===== src/fba_pkg.sv =====
// Package for the frame bitmap allocator: request, status and sequencer codes,
// the word-unit operation code and the fixed field widths.
// No dependencies.
`timescale 1ns / 1ps

package fba_pkg;

  localparam int FRAME_W = 20;
  localparam int BASE_W  = FRAME_W + 1;

  typedef enum logic [1:0] {
    REQ_ALLOC   = 2'd0,
    REQ_FREE    = 2'd1,
    REQ_TEST    = 2'd2,
    REQ_RESERVE = 2'd3
  } req_t;

  typedef enum logic [1:0] {
    ST_OK     = 2'd0,
    ST_MAPPED = 2'd1,
    ST_FULL   = 2'd2,
    ST_RANGE  = 2'd3
  } status_t;

  typedef enum logic [2:0] {
    S_CLEAR,
    S_IDLE,
    S_SCAN,
    S_LOCATE,
    S_ACCESS,
    S_RESPOND
  } fsm_t;

  typedef enum logic [1:0] {
    WOP_FIND,
    WOP_SET,
    WOP_CLEAR
  } wop_t;

  typedef struct packed {
    logic found;
    logic hit;
  } wu_stat_t;

endpackage


===== src/fba_if.sv =====
// Request and response channel interfaces of the frame bitmap allocator.
// Depends on fba_pkg for the field widths.
`timescale 1ns / 1ps

interface fba_req_if;
  logic                        valid;
  logic                        ready;
  logic [1:0]                  req_type;
  logic [fba_pkg::FRAME_W-1:0] frame_index;
  logic                        supervisor;
  logic                        write_perm;

  modport source (output valid, req_type, frame_index, supervisor, write_perm,
                  input ready);
  modport sink (input valid, req_type, frame_index, supervisor, write_perm,
                output ready);
endinterface

interface fba_rsp_if;
  logic                        valid;
  logic                        ready;
  logic [1:0]                  status;
  logic [fba_pkg::FRAME_W-1:0] frame_out;
  logic                        present;
  logic                        user_mode;
  logic                        writable;
  logic                        in_use;

  modport source (output valid, status, frame_out, present, user_mode, writable, in_use,
                  input ready);
  modport sink (input valid, status, frame_out, present, user_mode, writable, in_use,
                output ready);
endinterface


===== src/fba_ram.sv =====
// Bitmap word memory: one write port and one read port with registered read data.
// No dependencies.
`timescale 1ns / 1ps

module fba_ram #(
  parameter int DEPTH = 128,
  parameter int AW    = 7,
  parameter int WIDTH = 32
) (
  input  logic             clk,
  input  logic             we,
  input  logic [AW-1:0]    waddr,
  input  logic [WIDTH-1:0] wdata,
  input  logic [AW-1:0]    raddr,
  output logic [WIDTH-1:0] rdata
);

  logic [WIDTH-1:0] mem [DEPTH];
  logic [WIDTH-1:0] rdata_r;

  always_ff @(posedge clk) begin
    if (we) begin
      mem[waddr] <= wdata;
    end
    rdata_r <= mem[raddr];
  end

  assign rdata = rdata_r;

endmodule


===== src/fba_word_unit.sv =====
// Shared bitmap word unit: finds the lowest free bit, sets or clears one bit,
// and reads one bit. Depends on fba_pkg.
`timescale 1ns / 1ps

module fba_word_unit #(
  parameter int WORD_BITS = 32,
  parameter int LAST_BITS = 32,
  parameter int BW        = 5
) (
  input  logic [WORD_BITS-1:0] word,
  input  logic                 last,
  input  logic [BW-1:0]        bit_idx,
  input  fba_pkg::wop_t        op,
  output logic [WORD_BITS-1:0] new_word,
  output logic [BW-1:0]        free_idx,
  output fba_pkg::wu_stat_t    stat
);

  localparam logic [WORD_BITS-1:0] LAST_MASK =
    {WORD_BITS{1'b1}} >> (WORD_BITS - LAST_BITS);

  logic [WORD_BITS-1:0] filled;
  logic [WORD_BITS-1:0] lowest;
  logic [WORD_BITS-1:0] sel;

  // Bit positions of the last word past the last frame count as used.
  assign filled = last ? (word | ~LAST_MASK) : word;
  assign lowest = ~filled & (filled + 1'b1);
  assign sel    = {{(WORD_BITS - 1){1'b0}}, 1'b1} << bit_idx;

  always_comb begin
    free_idx = '0;
    for (int i = 0; i < WORD_BITS; i++) begin
      if (lowest[i]) begin
        free_idx = free_idx | BW'(i);
      end
    end
  end

  always_comb begin
    unique case (op)
      fba_pkg::WOP_FIND:  new_word = word | lowest;
      fba_pkg::WOP_SET:   new_word = word | sel;
      fba_pkg::WOP_CLEAR: new_word = word & ~sel;
      default:            new_word = word;
    endcase
  end

  assign stat.found = |lowest;
  assign stat.hit   = word[bit_idx];

endmodule


===== src/frame_bitmap_allocator.sv =====
// Top level of the frame bitmap allocator: request sequencer, bitmap memory
// and shared word unit. Depends on fba_pkg, fba_if, fba_ram and fba_word_unit.
//
//   channel   port      direction  payload
//   request   in_chan   sink       req_type, frame_index, supervisor, write_perm
//   response  out_chan  source     status, frame_out, present, user_mode, writable, in_use
//
// After reset the bitmap is cleared one word per cycle, with in_chan not ready.
// An alloc reads one bitmap word per cycle from word zero up, until a word with a free frame
// is found or the last word is checked. An alloc on a mapped entry goes straight to the response.
// Free, test and reserve step a word counter up to the frame's word, then read it; free and
// reserve write it back. An out-of-range frame goes straight to the response.
// One request is in work at a time; a finished response waits in the output register.
`timescale 1ns / 1ps

module frame_bitmap_allocator #(
  parameter int NUM_FRAMES = 4096,
  parameter int WORD_BITS  = 32
) (
  input logic        clk,
  input logic        rst_n,
  fba_req_if.sink    in_chan,
  fba_rsp_if.source  out_chan
);

  localparam int FRAME_W   = fba_pkg::FRAME_W;
  localparam int BASE_W    = fba_pkg::BASE_W;
  localparam int NUM_WORDS = (NUM_FRAMES + WORD_BITS - 1) / WORD_BITS;
  localparam int AW        = (NUM_WORDS > 1) ? $clog2(NUM_WORDS) : 1;
  localparam int BW        = $clog2(WORD_BITS);
  localparam int LAST_BITS = NUM_FRAMES - (NUM_WORDS - 1) * WORD_BITS;
  localparam logic [AW-1:0]     LAST_W = AW'(NUM_WORDS - 1);
  localparam logic [BASE_W-1:0] NF     = BASE_W'(NUM_FRAMES);
  localparam logic [BASE_W-1:0] WB     = BASE_W'(WORD_BITS);

  fba_pkg::fsm_t state_r, state_nxt;
  logic [AW-1:0]     w_r, w_nxt;
  logic [BASE_W-1:0] base_r, base_nxt;
  logic              chk_vld_r, chk_vld_nxt;
  logic [AW-1:0]     chk_w_r, chk_w_nxt;
  logic [BASE_W-1:0] chk_base_r, chk_base_nxt;
  logic [BW-1:0]     bit_r, bit_nxt;

  fba_pkg::req_t        op_r, op_nxt;
  logic [FRAME_W-1:0]   fi_r, fi_nxt;
  logic                 kern_r, kern_nxt;
  logic                 wr_r, wr_nxt;

  fba_pkg::status_t     res_status_r, res_status_nxt;
  logic [FRAME_W-1:0]   res_frame_r, res_frame_nxt;
  logic                 res_present_r, res_present_nxt;
  logic                 res_user_r, res_user_nxt;
  logic                 res_wr_r, res_wr_nxt;
  logic                 res_used_r, res_used_nxt;

  logic                 out_valid_r, out_valid_nxt;
  fba_pkg::status_t     out_status_r, out_status_nxt;
  logic [FRAME_W-1:0]   out_frame_r, out_frame_nxt;
  logic                 out_present_r, out_present_nxt;
  logic                 out_user_r, out_user_nxt;
  logic                 out_wr_r, out_wr_nxt;
  logic                 out_used_r, out_used_nxt;

  logic                 in_xfer;
  fba_pkg::req_t        in_req;
  logic [BASE_W-1:0]    offset;
  logic [BASE_W-1:0]    found_frame;

  logic                 ram_we;
  logic [AW-1:0]        ram_waddr;
  logic [WORD_BITS-1:0] ram_wdata;
  logic [AW-1:0]        ram_raddr;
  logic [WORD_BITS-1:0] ram_rdata;

  logic                 wu_last;
  fba_pkg::wop_t        wu_op;
  logic [WORD_BITS-1:0] wu_new;
  logic [BW-1:0]        wu_idx;
  fba_pkg::wu_stat_t    wu_stat;

  fba_ram #(
    .DEPTH (NUM_WORDS),
    .AW    (AW),
    .WIDTH (WORD_BITS)
  ) u_ram (
    .clk   (clk),
    .we    (ram_we),
    .waddr (ram_waddr),
    .wdata (ram_wdata),
    .raddr (ram_raddr),
    .rdata (ram_rdata)
  );

  fba_word_unit #(
    .WORD_BITS (WORD_BITS),
    .LAST_BITS (LAST_BITS),
    .BW        (BW)
  ) u_word_unit (
    .word     (ram_rdata),
    .last     (wu_last),
    .bit_idx  (bit_r),
    .op       (wu_op),
    .new_word (wu_new),
    .free_idx (wu_idx),
    .stat     (wu_stat)
  );

  assign in_chan.ready = (state_r == fba_pkg::S_IDLE);
  assign in_xfer       = in_chan.valid && in_chan.ready;
  assign in_req        = fba_pkg::req_t'(in_chan.req_type);
  assign offset        = {1'b0, fi_r} - base_r;
  assign found_frame   = chk_base_r + BASE_W'(wu_idx);
  assign wu_last       = (chk_w_r == LAST_W);
  assign ram_raddr     = w_r;

  assign out_chan.valid     = out_valid_r;
  assign out_chan.status    = out_status_r;
  assign out_chan.frame_out = out_frame_r;
  assign out_chan.present   = out_present_r;
  assign out_chan.user_mode = out_user_r;
  assign out_chan.writable  = out_wr_r;
  assign out_chan.in_use    = out_used_r;

  always_ff @(posedge clk) begin
    if (!rst_n) begin
      state_r     <= fba_pkg::S_CLEAR;
      w_r         <= '0;
      chk_vld_r   <= 1'b0;
      out_valid_r <= 1'b0;
    end else begin
      state_r     <= state_nxt;
      w_r         <= w_nxt;
      chk_vld_r   <= chk_vld_nxt;
      out_valid_r <= out_valid_nxt;
    end
  end

  always_ff @(posedge clk) begin
    base_r        <= base_nxt;
    chk_w_r       <= chk_w_nxt;
    chk_base_r    <= chk_base_nxt;
    bit_r         <= bit_nxt;
    op_r          <= op_nxt;
    fi_r          <= fi_nxt;
    kern_r        <= kern_nxt;
    wr_r          <= wr_nxt;
    res_status_r  <= res_status_nxt;
    res_frame_r   <= res_frame_nxt;
    res_present_r <= res_present_nxt;
    res_user_r    <= res_user_nxt;
    res_wr_r      <= res_wr_nxt;
    res_used_r    <= res_used_nxt;
    out_status_r  <= out_status_nxt;
    out_frame_r   <= out_frame_nxt;
    out_present_r <= out_present_nxt;
    out_user_r    <= out_user_nxt;
    out_wr_r      <= out_wr_nxt;
    out_used_r    <= out_used_nxt;
  end

  always_comb begin
    state_nxt       = state_r;
    w_nxt           = w_r;
    base_nxt        = base_r;
    chk_vld_nxt     = chk_vld_r;
    chk_w_nxt       = chk_w_r;
    chk_base_nxt    = chk_base_r;
    bit_nxt         = bit_r;
    op_nxt          = op_r;
    fi_nxt          = fi_r;
    kern_nxt        = kern_r;
    wr_nxt          = wr_r;
    res_status_nxt  = res_status_r;
    res_frame_nxt   = res_frame_r;
    res_present_nxt = res_present_r;
    res_user_nxt    = res_user_r;
    res_wr_nxt      = res_wr_r;
    res_used_nxt    = res_used_r;
    out_valid_nxt   = out_valid_r && !out_chan.ready;
    out_status_nxt  = out_status_r;
    out_frame_nxt   = out_frame_r;
    out_present_nxt = out_present_r;
    out_user_nxt    = out_user_r;
    out_wr_nxt      = out_wr_r;
    out_used_nxt    = out_used_r;
    ram_we          = 1'b0;
    ram_waddr       = w_r;
    ram_wdata       = wu_new;
    wu_op           = fba_pkg::WOP_FIND;

    unique case (state_r)
      fba_pkg::S_CLEAR: begin
        ram_we    = 1'b1;
        ram_wdata = '0;
        w_nxt     = w_r + 1'b1;
        if (w_r == LAST_W) begin
          w_nxt     = '0;
          state_nxt = fba_pkg::S_IDLE;
        end
      end

      fba_pkg::S_IDLE: begin
        if (in_xfer) begin
          op_nxt          = in_req;
          fi_nxt          = in_chan.frame_index;
          kern_nxt        = in_chan.supervisor;
          wr_nxt          = in_chan.write_perm;
          w_nxt           = '0;
          base_nxt        = '0;
          chk_vld_nxt     = 1'b0;
          res_status_nxt  = fba_pkg::ST_OK;
          res_frame_nxt   = in_chan.frame_index;
          res_present_nxt = 1'b0;
          res_user_nxt    = 1'b0;
          res_wr_nxt      = 1'b0;
          res_used_nxt    = 1'b0;
          if (in_req == fba_pkg::REQ_ALLOC) begin
            if (in_chan.frame_index != '0) begin
              res_status_nxt = fba_pkg::ST_MAPPED;
              state_nxt      = fba_pkg::S_RESPOND;
            end else begin
              state_nxt = fba_pkg::S_SCAN;
            end
          end else if ({1'b0, in_chan.frame_index} >= NF) begin
            res_status_nxt = fba_pkg::ST_RANGE;
            state_nxt      = fba_pkg::S_RESPOND;
          end else begin
            state_nxt = fba_pkg::S_LOCATE;
          end
        end
      end

      fba_pkg::S_SCAN: begin
        // Read data always belongs to the checked word, whose address was read in the cycle before.
        chk_vld_nxt  = 1'b1;
        chk_w_nxt    = w_r;
        chk_base_nxt = base_r;
        if (w_r != LAST_W) begin
          w_nxt    = w_r + 1'b1;
          base_nxt = base_r + WB;
        end
        if (chk_vld_r) begin
          if (wu_stat.found) begin
            ram_we          = 1'b1;
            ram_waddr       = chk_w_r;
            res_frame_nxt   = found_frame[FRAME_W-1:0];
            res_present_nxt = 1'b1;
            res_user_nxt    = !kern_r;
            res_wr_nxt      = wr_r;
            state_nxt       = fba_pkg::S_RESPOND;
          end else if (chk_w_r == LAST_W) begin
            res_status_nxt = fba_pkg::ST_FULL;
            res_frame_nxt  = '0;
            state_nxt      = fba_pkg::S_RESPOND;
          end
        end
      end

      fba_pkg::S_LOCATE: begin
        if (offset < WB) begin
          bit_nxt   = offset[BW-1:0];
          state_nxt = fba_pkg::S_ACCESS;
        end else begin
          w_nxt    = w_r + 1'b1;
          base_nxt = base_r + WB;
        end
      end

      fba_pkg::S_ACCESS: begin
        unique case (op_r)
          fba_pkg::REQ_FREE: begin
            wu_op         = fba_pkg::WOP_CLEAR;
            ram_we        = 1'b1;
            res_frame_nxt = '0;
          end
          fba_pkg::REQ_RESERVE: begin
            wu_op  = fba_pkg::WOP_SET;
            ram_we = 1'b1;
          end
          fba_pkg::REQ_TEST: begin
            res_used_nxt = wu_stat.hit;
          end
          default: begin
            wu_op = fba_pkg::WOP_FIND;
          end
        endcase
        state_nxt = fba_pkg::S_RESPOND;
      end

      fba_pkg::S_RESPOND: begin
        if (!out_valid_r || out_chan.ready) begin
          out_valid_nxt   = 1'b1;
          out_status_nxt  = res_status_r;
          out_frame_nxt   = res_frame_r;
          out_present_nxt = res_present_r;
          out_user_nxt    = res_user_r;
          out_wr_nxt      = res_wr_r;
          out_used_nxt    = res_used_r;
          state_nxt       = fba_pkg::S_IDLE;
        end
      end

      default: begin
        state_nxt = fba_pkg::S_IDLE;
      end
    endcase
  end

`ifndef ASSERT_OFF
  a_write_states: assert property (@(posedge clk) disable iff (!rst_n)
    ram_we |-> (state_r == fba_pkg::S_CLEAR || state_r == fba_pkg::S_SCAN ||
                state_r == fba_pkg::S_ACCESS))
    else $error("Bitmap written outside clear, scan or access.");

  a_locate_in_range: assert property (@(posedge clk) disable iff (!rst_n)
    (state_r == fba_pkg::S_LOCATE) |-> ({1'b0, fi_r} < NF))
    else $error("Word search started for an out-of-range frame.");

  a_alloc_next: assert property (@(posedge clk) disable iff (!rst_n)
    (in_xfer && in_req == fba_pkg::REQ_ALLOC) |=>
      (state_r == fba_pkg::S_SCAN || state_r == fba_pkg::S_RESPOND))
    else $error("Alloc did not go to scan or respond.");

  a_rsp_from_respond: assert property (@(posedge clk) disable iff (!rst_n)
    $rose(out_valid_r) |-> $past(state_r == fba_pkg::S_RESPOND))
    else $error("Response raised outside the respond state.");

  a_present_ok: assert property (@(posedge clk) disable iff (!rst_n)
    (out_valid_r && out_present_r) |-> (out_status_r == fba_pkg::ST_OK && !out_used_r))
    else $error("Present page entry with a failing status.");
`endif

endmodule

===== src/flat_wrapper.sv =====
// flat-port wrapper written by rule: the top's interface ports become plain ports
module frame_bitmap_allocator_flat 
#(
  parameter int NUM_FRAMES = 4096,
  parameter int WORD_BITS  = 32
)
  (clk, rst_n, in_chan_valid, in_chan_req_type, in_chan_frame_index, in_chan_supervisor, in_chan_write_perm, in_chan_ready, out_chan_valid, out_chan_status, out_chan_frame_out, out_chan_present, out_chan_user_mode, out_chan_writable, out_chan_in_use, out_chan_ready);
  fba_req_if in_chan_i ();
  fba_rsp_if out_chan_i ();
  input logic clk;
  input logic rst_n;
  input wire logic [$bits(in_chan_i.valid)-1:0] in_chan_valid;
  input wire logic [$bits(in_chan_i.req_type)-1:0] in_chan_req_type;
  input wire logic [$bits(in_chan_i.frame_index)-1:0] in_chan_frame_index;
  input wire logic [$bits(in_chan_i.supervisor)-1:0] in_chan_supervisor;
  input wire logic [$bits(in_chan_i.write_perm)-1:0] in_chan_write_perm;
  output wire logic [$bits(in_chan_i.ready)-1:0] in_chan_ready;
  output wire logic [$bits(out_chan_i.valid)-1:0] out_chan_valid;
  output wire logic [$bits(out_chan_i.status)-1:0] out_chan_status;
  output wire logic [$bits(out_chan_i.frame_out)-1:0] out_chan_frame_out;
  output wire logic [$bits(out_chan_i.present)-1:0] out_chan_present;
  output wire logic [$bits(out_chan_i.user_mode)-1:0] out_chan_user_mode;
  output wire logic [$bits(out_chan_i.writable)-1:0] out_chan_writable;
  output wire logic [$bits(out_chan_i.in_use)-1:0] out_chan_in_use;
  input wire logic [$bits(out_chan_i.ready)-1:0] out_chan_ready;
  assign in_chan_i.valid = in_chan_valid;
  assign in_chan_i.req_type = in_chan_req_type;
  assign in_chan_i.frame_index = in_chan_frame_index;
  assign in_chan_i.supervisor = in_chan_supervisor;
  assign in_chan_i.write_perm = in_chan_write_perm;
  assign in_chan_ready = in_chan_i.ready;
  assign out_chan_valid = out_chan_i.valid;
  assign out_chan_status = out_chan_i.status;
  assign out_chan_frame_out = out_chan_i.frame_out;
  assign out_chan_present = out_chan_i.present;
  assign out_chan_user_mode = out_chan_i.user_mode;
  assign out_chan_writable = out_chan_i.writable;
  assign out_chan_in_use = out_chan_i.in_use;
  assign out_chan_i.ready = out_chan_ready;
  frame_bitmap_allocator #(.NUM_FRAMES(NUM_FRAMES), .WORD_BITS(WORD_BITS)) u_core (.clk(clk), .rst_n(rst_n), .in_chan(in_chan_i), .out_chan(out_chan_i));
endmodule

===== config.mk =====
export PLATFORM = sky130hd
export DESIGN_NAME = frame_bitmap_allocator_flat
export DESIGN_NICKNAME = d
export VERILOG_FILES = /design/src/fba_pkg.sv /design/src/fba_if.sv /design/src/fba_ram.sv /design/src/fba_word_unit.sv /design/src/frame_bitmap_allocator.sv /design/src/flat_wrapper.sv
export SDC_FILE = /design/constraint.sdc
export NUM_CORES = 2
export LEC_CHECK = 0
export BUFFER_PORTS_ARGS = -buffer_cell sky130_fd_sc_hd__buf_4
export CORE_ASPECT_RATIO = 0.8
export CORE_MARGIN = 2
export CORE_UTILIZATION = 55
export DETAILED_ROUTE_END_ITERATION = 6
export MAX_ROUTING_LAYER = met4
export PLACE_DENSITY = 0.79
export SLEW_MARGIN = 10
export SYNTH_ARGS = -nofsm -noshare
export SYNTH_HDL_FRONTEND = slang
export SYNTH_SLANG_ARGS = --single-unit
export TNS_END_PERCENT = 5

===== constraint.sdc =====
create_clock -name clk -period 11.4 [get_ports clk]
set_input_delay 0 -clock clk [delete_from_list [all_inputs] [get_ports clk]]
set_output_delay 0 -clock clk [all_outputs]
set_load 0.01 [all_outputs]

Yosys cells after proc, flatten, opt, wreduce, memory -nomap -nowiden
Memory sizes are Yosys's and may differ from the RTL's. A register that Yosys moved wholly into a read port is not among the register bits.
Cells that the tools add are included.

word-level totals
  output and inout port bits = 28
  memories = 1
  bits in writable memories = 4096
  register bits = 141
  bits of input ports = 28

memories
  name              depth  width  rd ports  clocked after Yosys merged registers in  write ports  RTL line       source
  u_core.u_ram.mem  128    32     1         1                                        1            fba_ram.sv:18  logic [WIDTH-1:0] mem [DEPTH];

cells by class
  equal/unequal tests = 26
  reductions and logical operators = 28
  bitwise operators = 6
  add/subtract/negate cells = 5
  $lt $le $gt $ge = 3
  shifts and indexed selects = 1
  mux-type cells = 183

operator list
  cell                   count
  $mux 20                15
  $mux 21                6
  $mux 7                 14
  $mux 3                 32
  $pmux 32 s3            1
  $mux 5                 18
  $and 32x32->32         2
  $not 32->32            2
  $or 32x32->32          2
  $pmux 21 s3            1
  $pmux 20 s3            1
  $mux 2                 29
  $mux 1                 46
  $add 32x1->32 const B  1
  $mux 32                1
  $mux 4                 8
  $reduce_or 32->1       1
  $shl 1x5->32 const A   1
  $pmux 7 s4             1
  $add 21x6->21 const B  1
  $lt 21x6->1 const B    1
  $sub 20x21->21         1
  $add 20x5->20          1
  $ge 20x13->1 const B   1
  32 further kinds       65

Logic depth before layout (Yosys ltp)
  word-level depth = 40
  gate-level depth with buffers = 13

Cells and area by module
A second synthesis with hierarchy kept.

second synthesis, totals
  cell total of the unflattened synthesis = 6847
  area, all modules = 164585.4 um^2

by module, submodules not included
  module                  cells each  area each (um^2)  times used  seq. area each (um^2)
  fba_ram                 5990        156276.1          1           123638.6
  frame_bitmap_allocator  511         6180.9            1           3813.7
  fba_word_unit           346         2128.3            1           0.0

Worst setup path after synthesis
Ideal clock, no wire load.

  path kind = flip-flop to flip-flop
  start = reg u_core.bit_r[0]
  end = mem u_core.u_ram.mem[0][12] (data pin)
  slack = 2973 ps
  stages on the path, launching flop included = 6
  data arrival time = 7107 ps
  buffers on the path = 3
  clock period less this slack = 8427 ps
  required time = 10080 ps
  cells stage by stage = edfxtp_1 clkbuf_1 clkbuf_1 nor2_1 clkbuf_1 a311oi_1

on the way
  longest elaborated chain between the ends = 5

RTL lines
  what                            RTL line                       source
  from (decl)                     frame_bitmap_allocator.sv:42   logic [BW-1:0] bit_r, bit_nxt;
  from (signal assigned)          frame_bitmap_allocator.sv:142  bit_r <= bit_nxt;
  $shl 1x5->32 (*)                fba_word_unit.sv:29            assign sel = {{(WORD_BITS - 1){1'b0}}, 1'b1} << bit_idx;
  $not 32->32                     fba_word_unit.sv:44            fba_pkg::WOP_CLEAR: new_word = word & ~sel;
  $and 32x32->32                  fba_word_unit.sv:44
  $pmux 32 s3 (*)                 fba_word_unit.sv:41            unique case (op)
  $mux 32 (*)                     frame_bitmap_allocator.sv:191  unique case (state_r)
  named net u_core.ram_wdata[12]  frame_bitmap_allocator.sv:71   logic [WORD_BITS-1:0] ram_wdata;
  to (decl)                       fba_ram.sv:18

Mark *: on every way through the listed nets, which the timed path passes. The rest lies on a longest branch.

Worst setup path in the final report
  start = reg u_core.u_ram.rdata_r[8], in the netlist u_core.u_ram.rdata[8] (read register of u_core.u_ram.mem)
  end = mem u_core.u_ram.mem[25][1] (enable)

on the way
  longest elaborated chain between the ends = 11

RTL lines
  what                                                 RTL line                       source
  from (decl)                                          fba_ram.sv:19                  logic [WIDTH-1:0] rdata_r;
  $add 32x1->32 / $not 32->32 (equally long branches)  fba_word_unit.sv:28            assign lowest = ~filled & (filled + 1'b1);
  $and 32x32->32 (*)                                   fba_word_unit.sv:28
  $reduce_or 32->1 (*)                                 fba_word_unit.sv:49            assign stat.found = |lowest;
  $mux 1                                               frame_bitmap_allocator.sv:243  if (wu_stat.found) begin
  $mux 1                                               frame_bitmap_allocator.sv:242  if (chk_vld_r) begin
  $mux 1                                               frame_bitmap_allocator.sv:191
  $mux 1                                               frame_bitmap_allocator.sv:242
  $mux 1                                               frame_bitmap_allocator.sv:191
  $pmux 1 s3                                           frame_bitmap_allocator.sv:191
  $mux 1                                               fba_ram.sv:22                  if (we) begin
  $mux 1 (implied by the code)                         fba_ram.sv:23                  mem[waddr] <= wdata;

Every way passes the cells marked *; elsewhere a longest branch is shown, timed or not. The select of a mux whose other input is x is not followed.

==> impl_metrics.toml <==
[min_path]
hp-class = "primary input to flip-flop"
holdCritStartpoint = "in_chan_req_type[1]"
whs_path_depth = 4
whs_endpoint = "u_core.res_status_r[1]$_SDFFCE_PP1P_"

[clock_network]
clockBufferDepth = 4
cts_sinks = 4259
cts_buffers = 395
clock-root-buffer = "clkbuf_16"
hold_buffers = 57
post-cts-setup-buffers = 0
cts_resized = 0
cts_tree = "yes"
htree_levels = 5
clk_pin_slew_ns = 0.07
clk_latency_ns = 0.96

[yosys]
synth_top_area_share_pct = 76.86
ys_warn_count = 0
synth.net_count = 6877
synth_common_cells = "edfxtp_1 (4215), mux4_2 (1353), clkbuf_1 (248)"
synth_cell_type_count = 83
yosysSeqAreaShare_pct = 77.40
synthTopCellsByArea = "edfxtp_1 (77%), mux4_2 (19%), clkbuf_1 (0.57%)"
synth.avg_cell_area_um2 = 24.11
synth.most_common_cell = "edfxtp_1"
ys_ff_latch = 4259
syn_inst = 6831
synth-edff-count = 4215
synth-async-reset-ratio_pct = 0
yosys.area.top_type = "edfxtp_1"
ys.flop_type = "edfxtp_1"
syn_area_mm2 = 0.1647

[setup_path]
cp-end-kind = "flip-flop"
crit_chain = "nand4_1, nor4_2, nand4_1, o22ai_1, nor4_2, a21oi_4, and2_0, a32oi_4, buf_4, nor2_4"
worst-setup-path-type = "flip-flop to flip-flop"
max_stage_delay_ns = 1.05
required_ns = 11.94
r2r_cells = 10
crit_fanout = 32
r2r-start = "u_core.u_ram.rdata[8]$_DFF_P_"
r2r_slack_ns = 5.49
crit_path_start_kind = "flip-flop"
slowest_stage = "nor2_4"
worstPathArrival_ns = 6.45
reg2reg_to = "u_core.u_ram.mem[25][1]$_DFFE_PP_"

[final_layout]
final_cells = 11570
drive_gt1_share_pct = 32.74
nFillCells = 18410
regArea_mm2 = 0.1275
area.growth.synth_to_final_pct = 12.73
multi_input_area_mm2 = 0.03708
nNetsFinal = 7278

[power_and_ir_drop]
vdd_drop_max_uv = 145.3
power_leakage_nw = 53.32
p_per_area_mw_per_mm2 = 174.7

[placed_design]
detailed_place_hpwl_um = 248000
gp_congestion = 0.9939
numPortBuffers = 55
dp.cells = 10760
dp_slack_ns = 5.753

[route]
post_drt_wl_per_cell_um = 40.71
first_iter_violations = 16340
drc_errors = 0
first_pass_iters = 7
wirelength_um = 471100
ant_nets = 0
via_count = 82500
post_drt_via_cell_ratio = 7.130

[sta]
hold_violations = 0
tns_ns = 0
final.period_utilization_pct = 51.87
period_needed_ns = 5.913
setup_viol = 0
finClkSkew_ns = 0.07962
fmax_ghz = 0.1691
setup_ws_ns = 5.487
rsz0062_at_grt = "false"
relSlewSlack_pct = 9.237
worstMarginPinSlew_ns = 1.361
final_max_slew_viol_count = 0

[die]
start_util_pct = 55.32
num_io_pins = 56
dieArea_mm2 = 0.3038
rows = 179
core-area_mm2 = 0.2976
die_w_um = 615.8
die_h_um = 493.4

[grt]
grt_max_degree = 175
grt_pass1_wl_um = 652900
grt_overflow_total = 0
grt_pass1_vias = 80750
antenna_found_initial = 54
gr-usage-all-layers_pct = 31.92

[outcome]
status = "complete, no violations"

[flow_run]
drv_cap = 0
## routing by layer
metal	vias to the layer above	routed length (um)	share of wire (%)	GRT usage [%]
met2	7543	219400	47	46.90
met3	1032	69980	15	9.861
li1	30490	-	-	-
met4	0	19140	4.1	10.43
met5	-	0	0	-
met1	43440	162500	35	43.21
## worst max-delay path: cells and delay by family, from the launching register on
| family | cells | cell delay (ns) |
|---|---|---|
| AOI/OAI and AO/OA | 3 | 1.27 |
| DFF | 1 | 0.64 |
| buffers and inverters | 1 | 0.42 |
| and+or+nand+nor | 6 | 3.12 |
## stage by stage
| step | instance area (um2) | hold WS, ns | total power, mW | util (%) |
|---|---|---|---|---|
| floorplan | 164700 | 0.09887 | 18.59 | - |
| global placement | 172100 | 0.2104 | 19.30 | 57.84 |
| detailed placement | 172100 | 0.2118 | 19.32 | 57.84 |
| CTS | 185400 | 0.003227 | 32.44 | 62.30 |
| global route | 185600 | 0.06065 | 33.05 | 62.36 |
| finish | 185600 | 0.08202 | 32.43 | 62.36 |
## registers in the layout (all words and copies together), names as in the netlist, 7 cells and up
name                       cells
u_core.u_ram.mem            4096
u_core.u_ram.rdata            32
u_core.fi_r                   20
u_core.out_chan.frame_out     20
u_core.res_frame_r            20
u_core.base_r                 16
u_core.chk_base_r             15
u_core.chk_w_r                 7
u_core.ram_raddr               7
## cell type report
| class | count | share of cell area (%) |
|---|---|---|
| sequential | 4259 | 68.67 |
| inverter | 37 | 0.07482 |
| tap | 3982 | 2.684 |
| antenna | 32 | 0.04314 |
| multi-input combinational | 2168 | 19.98 |
| clock buffer | 483 | 5.617 |
| clock inverter | 239 | 1.233 |
| timing repair buffer | 371 | 1.699 |
## worst max-delay path by stage
stage                                  startpoint                                 end
CTS                 u_core.u_ram.rdata[8]$_DFF_P_  u_core.u_ram.mem[17][30]$_DFFE_PP_
global placement    u_core.u_ram.rdata[8]$_DFF_P_   u_core.u_ram.mem[23][5]$_DFFE_PP_
floorplan               u_core.bit_r[0]$_DFFE_PP_   u_core.u_ram.mem[0][12]$_DFFE_PP_
global route        u_core.u_ram.rdata[8]$_DFF_P_   u_core.u_ram.mem[25][1]$_DFFE_PP_
finish              u_core.u_ram.rdata[8]$_DFF_P_   u_core.u_ram.mem[25][1]$_DFFE_PP_
detailed placement  u_core.u_ram.rdata[8]$_DFF_P_  u_core.u_ram.mem[25][31]$_DFFE_PP_
## where the power goes
part           switching, mW  total, mW  internal [mW]  leakage [nW]
registers              0.100       17.1           17.0          36.4
clock network           5.91       13.3           7.43          6.16
logic                   1.13       1.99          0.853          10.7
total                   7.14       32.4           25.3          53.3
## placed cells by master, fill, tap and decap left out, drive strengths merged, types with 7 or more instances in the layout
cell type,instances
a211oi,32
a21oi,52
a22o,22
a311oi,18
a31oi,7
a32oi,7
buf,314
bufinv,40
clkbuf,483
clkinv,159
clkinvlp,24
dfxtp,44
diode,32
dlygate4sd3,57
edfxtp,4215
ha,18
inv,53
mux2,33
mux2i,9
mux4,1353
nand2,64
nand2b,24
nand3,28
nand4,22
nor2,216
nor2b,15
nor3,56
nor4,27
o211ai,8
o21ai,29
o31ai,8
or3,11
xnor2,13
## kinds of logic (layout without fill, tap and decap cells)
family,after synthesis,after routing,synth area share (%)
adder cells (fa/ha/maj),18,18,0.1368
flip-flops,4259,4259,77.40
other,0,32,0
buffers and inverters,404,1130,1.001
XOR/XNOR,14,14,0.07446
multiplexers,1395,1395,18.78
AO/OA/AOI/OAI,239,239,1.099
AND/OR/NAND/NOR,502,502,1.506
Power figures use the tool's default switching activity.
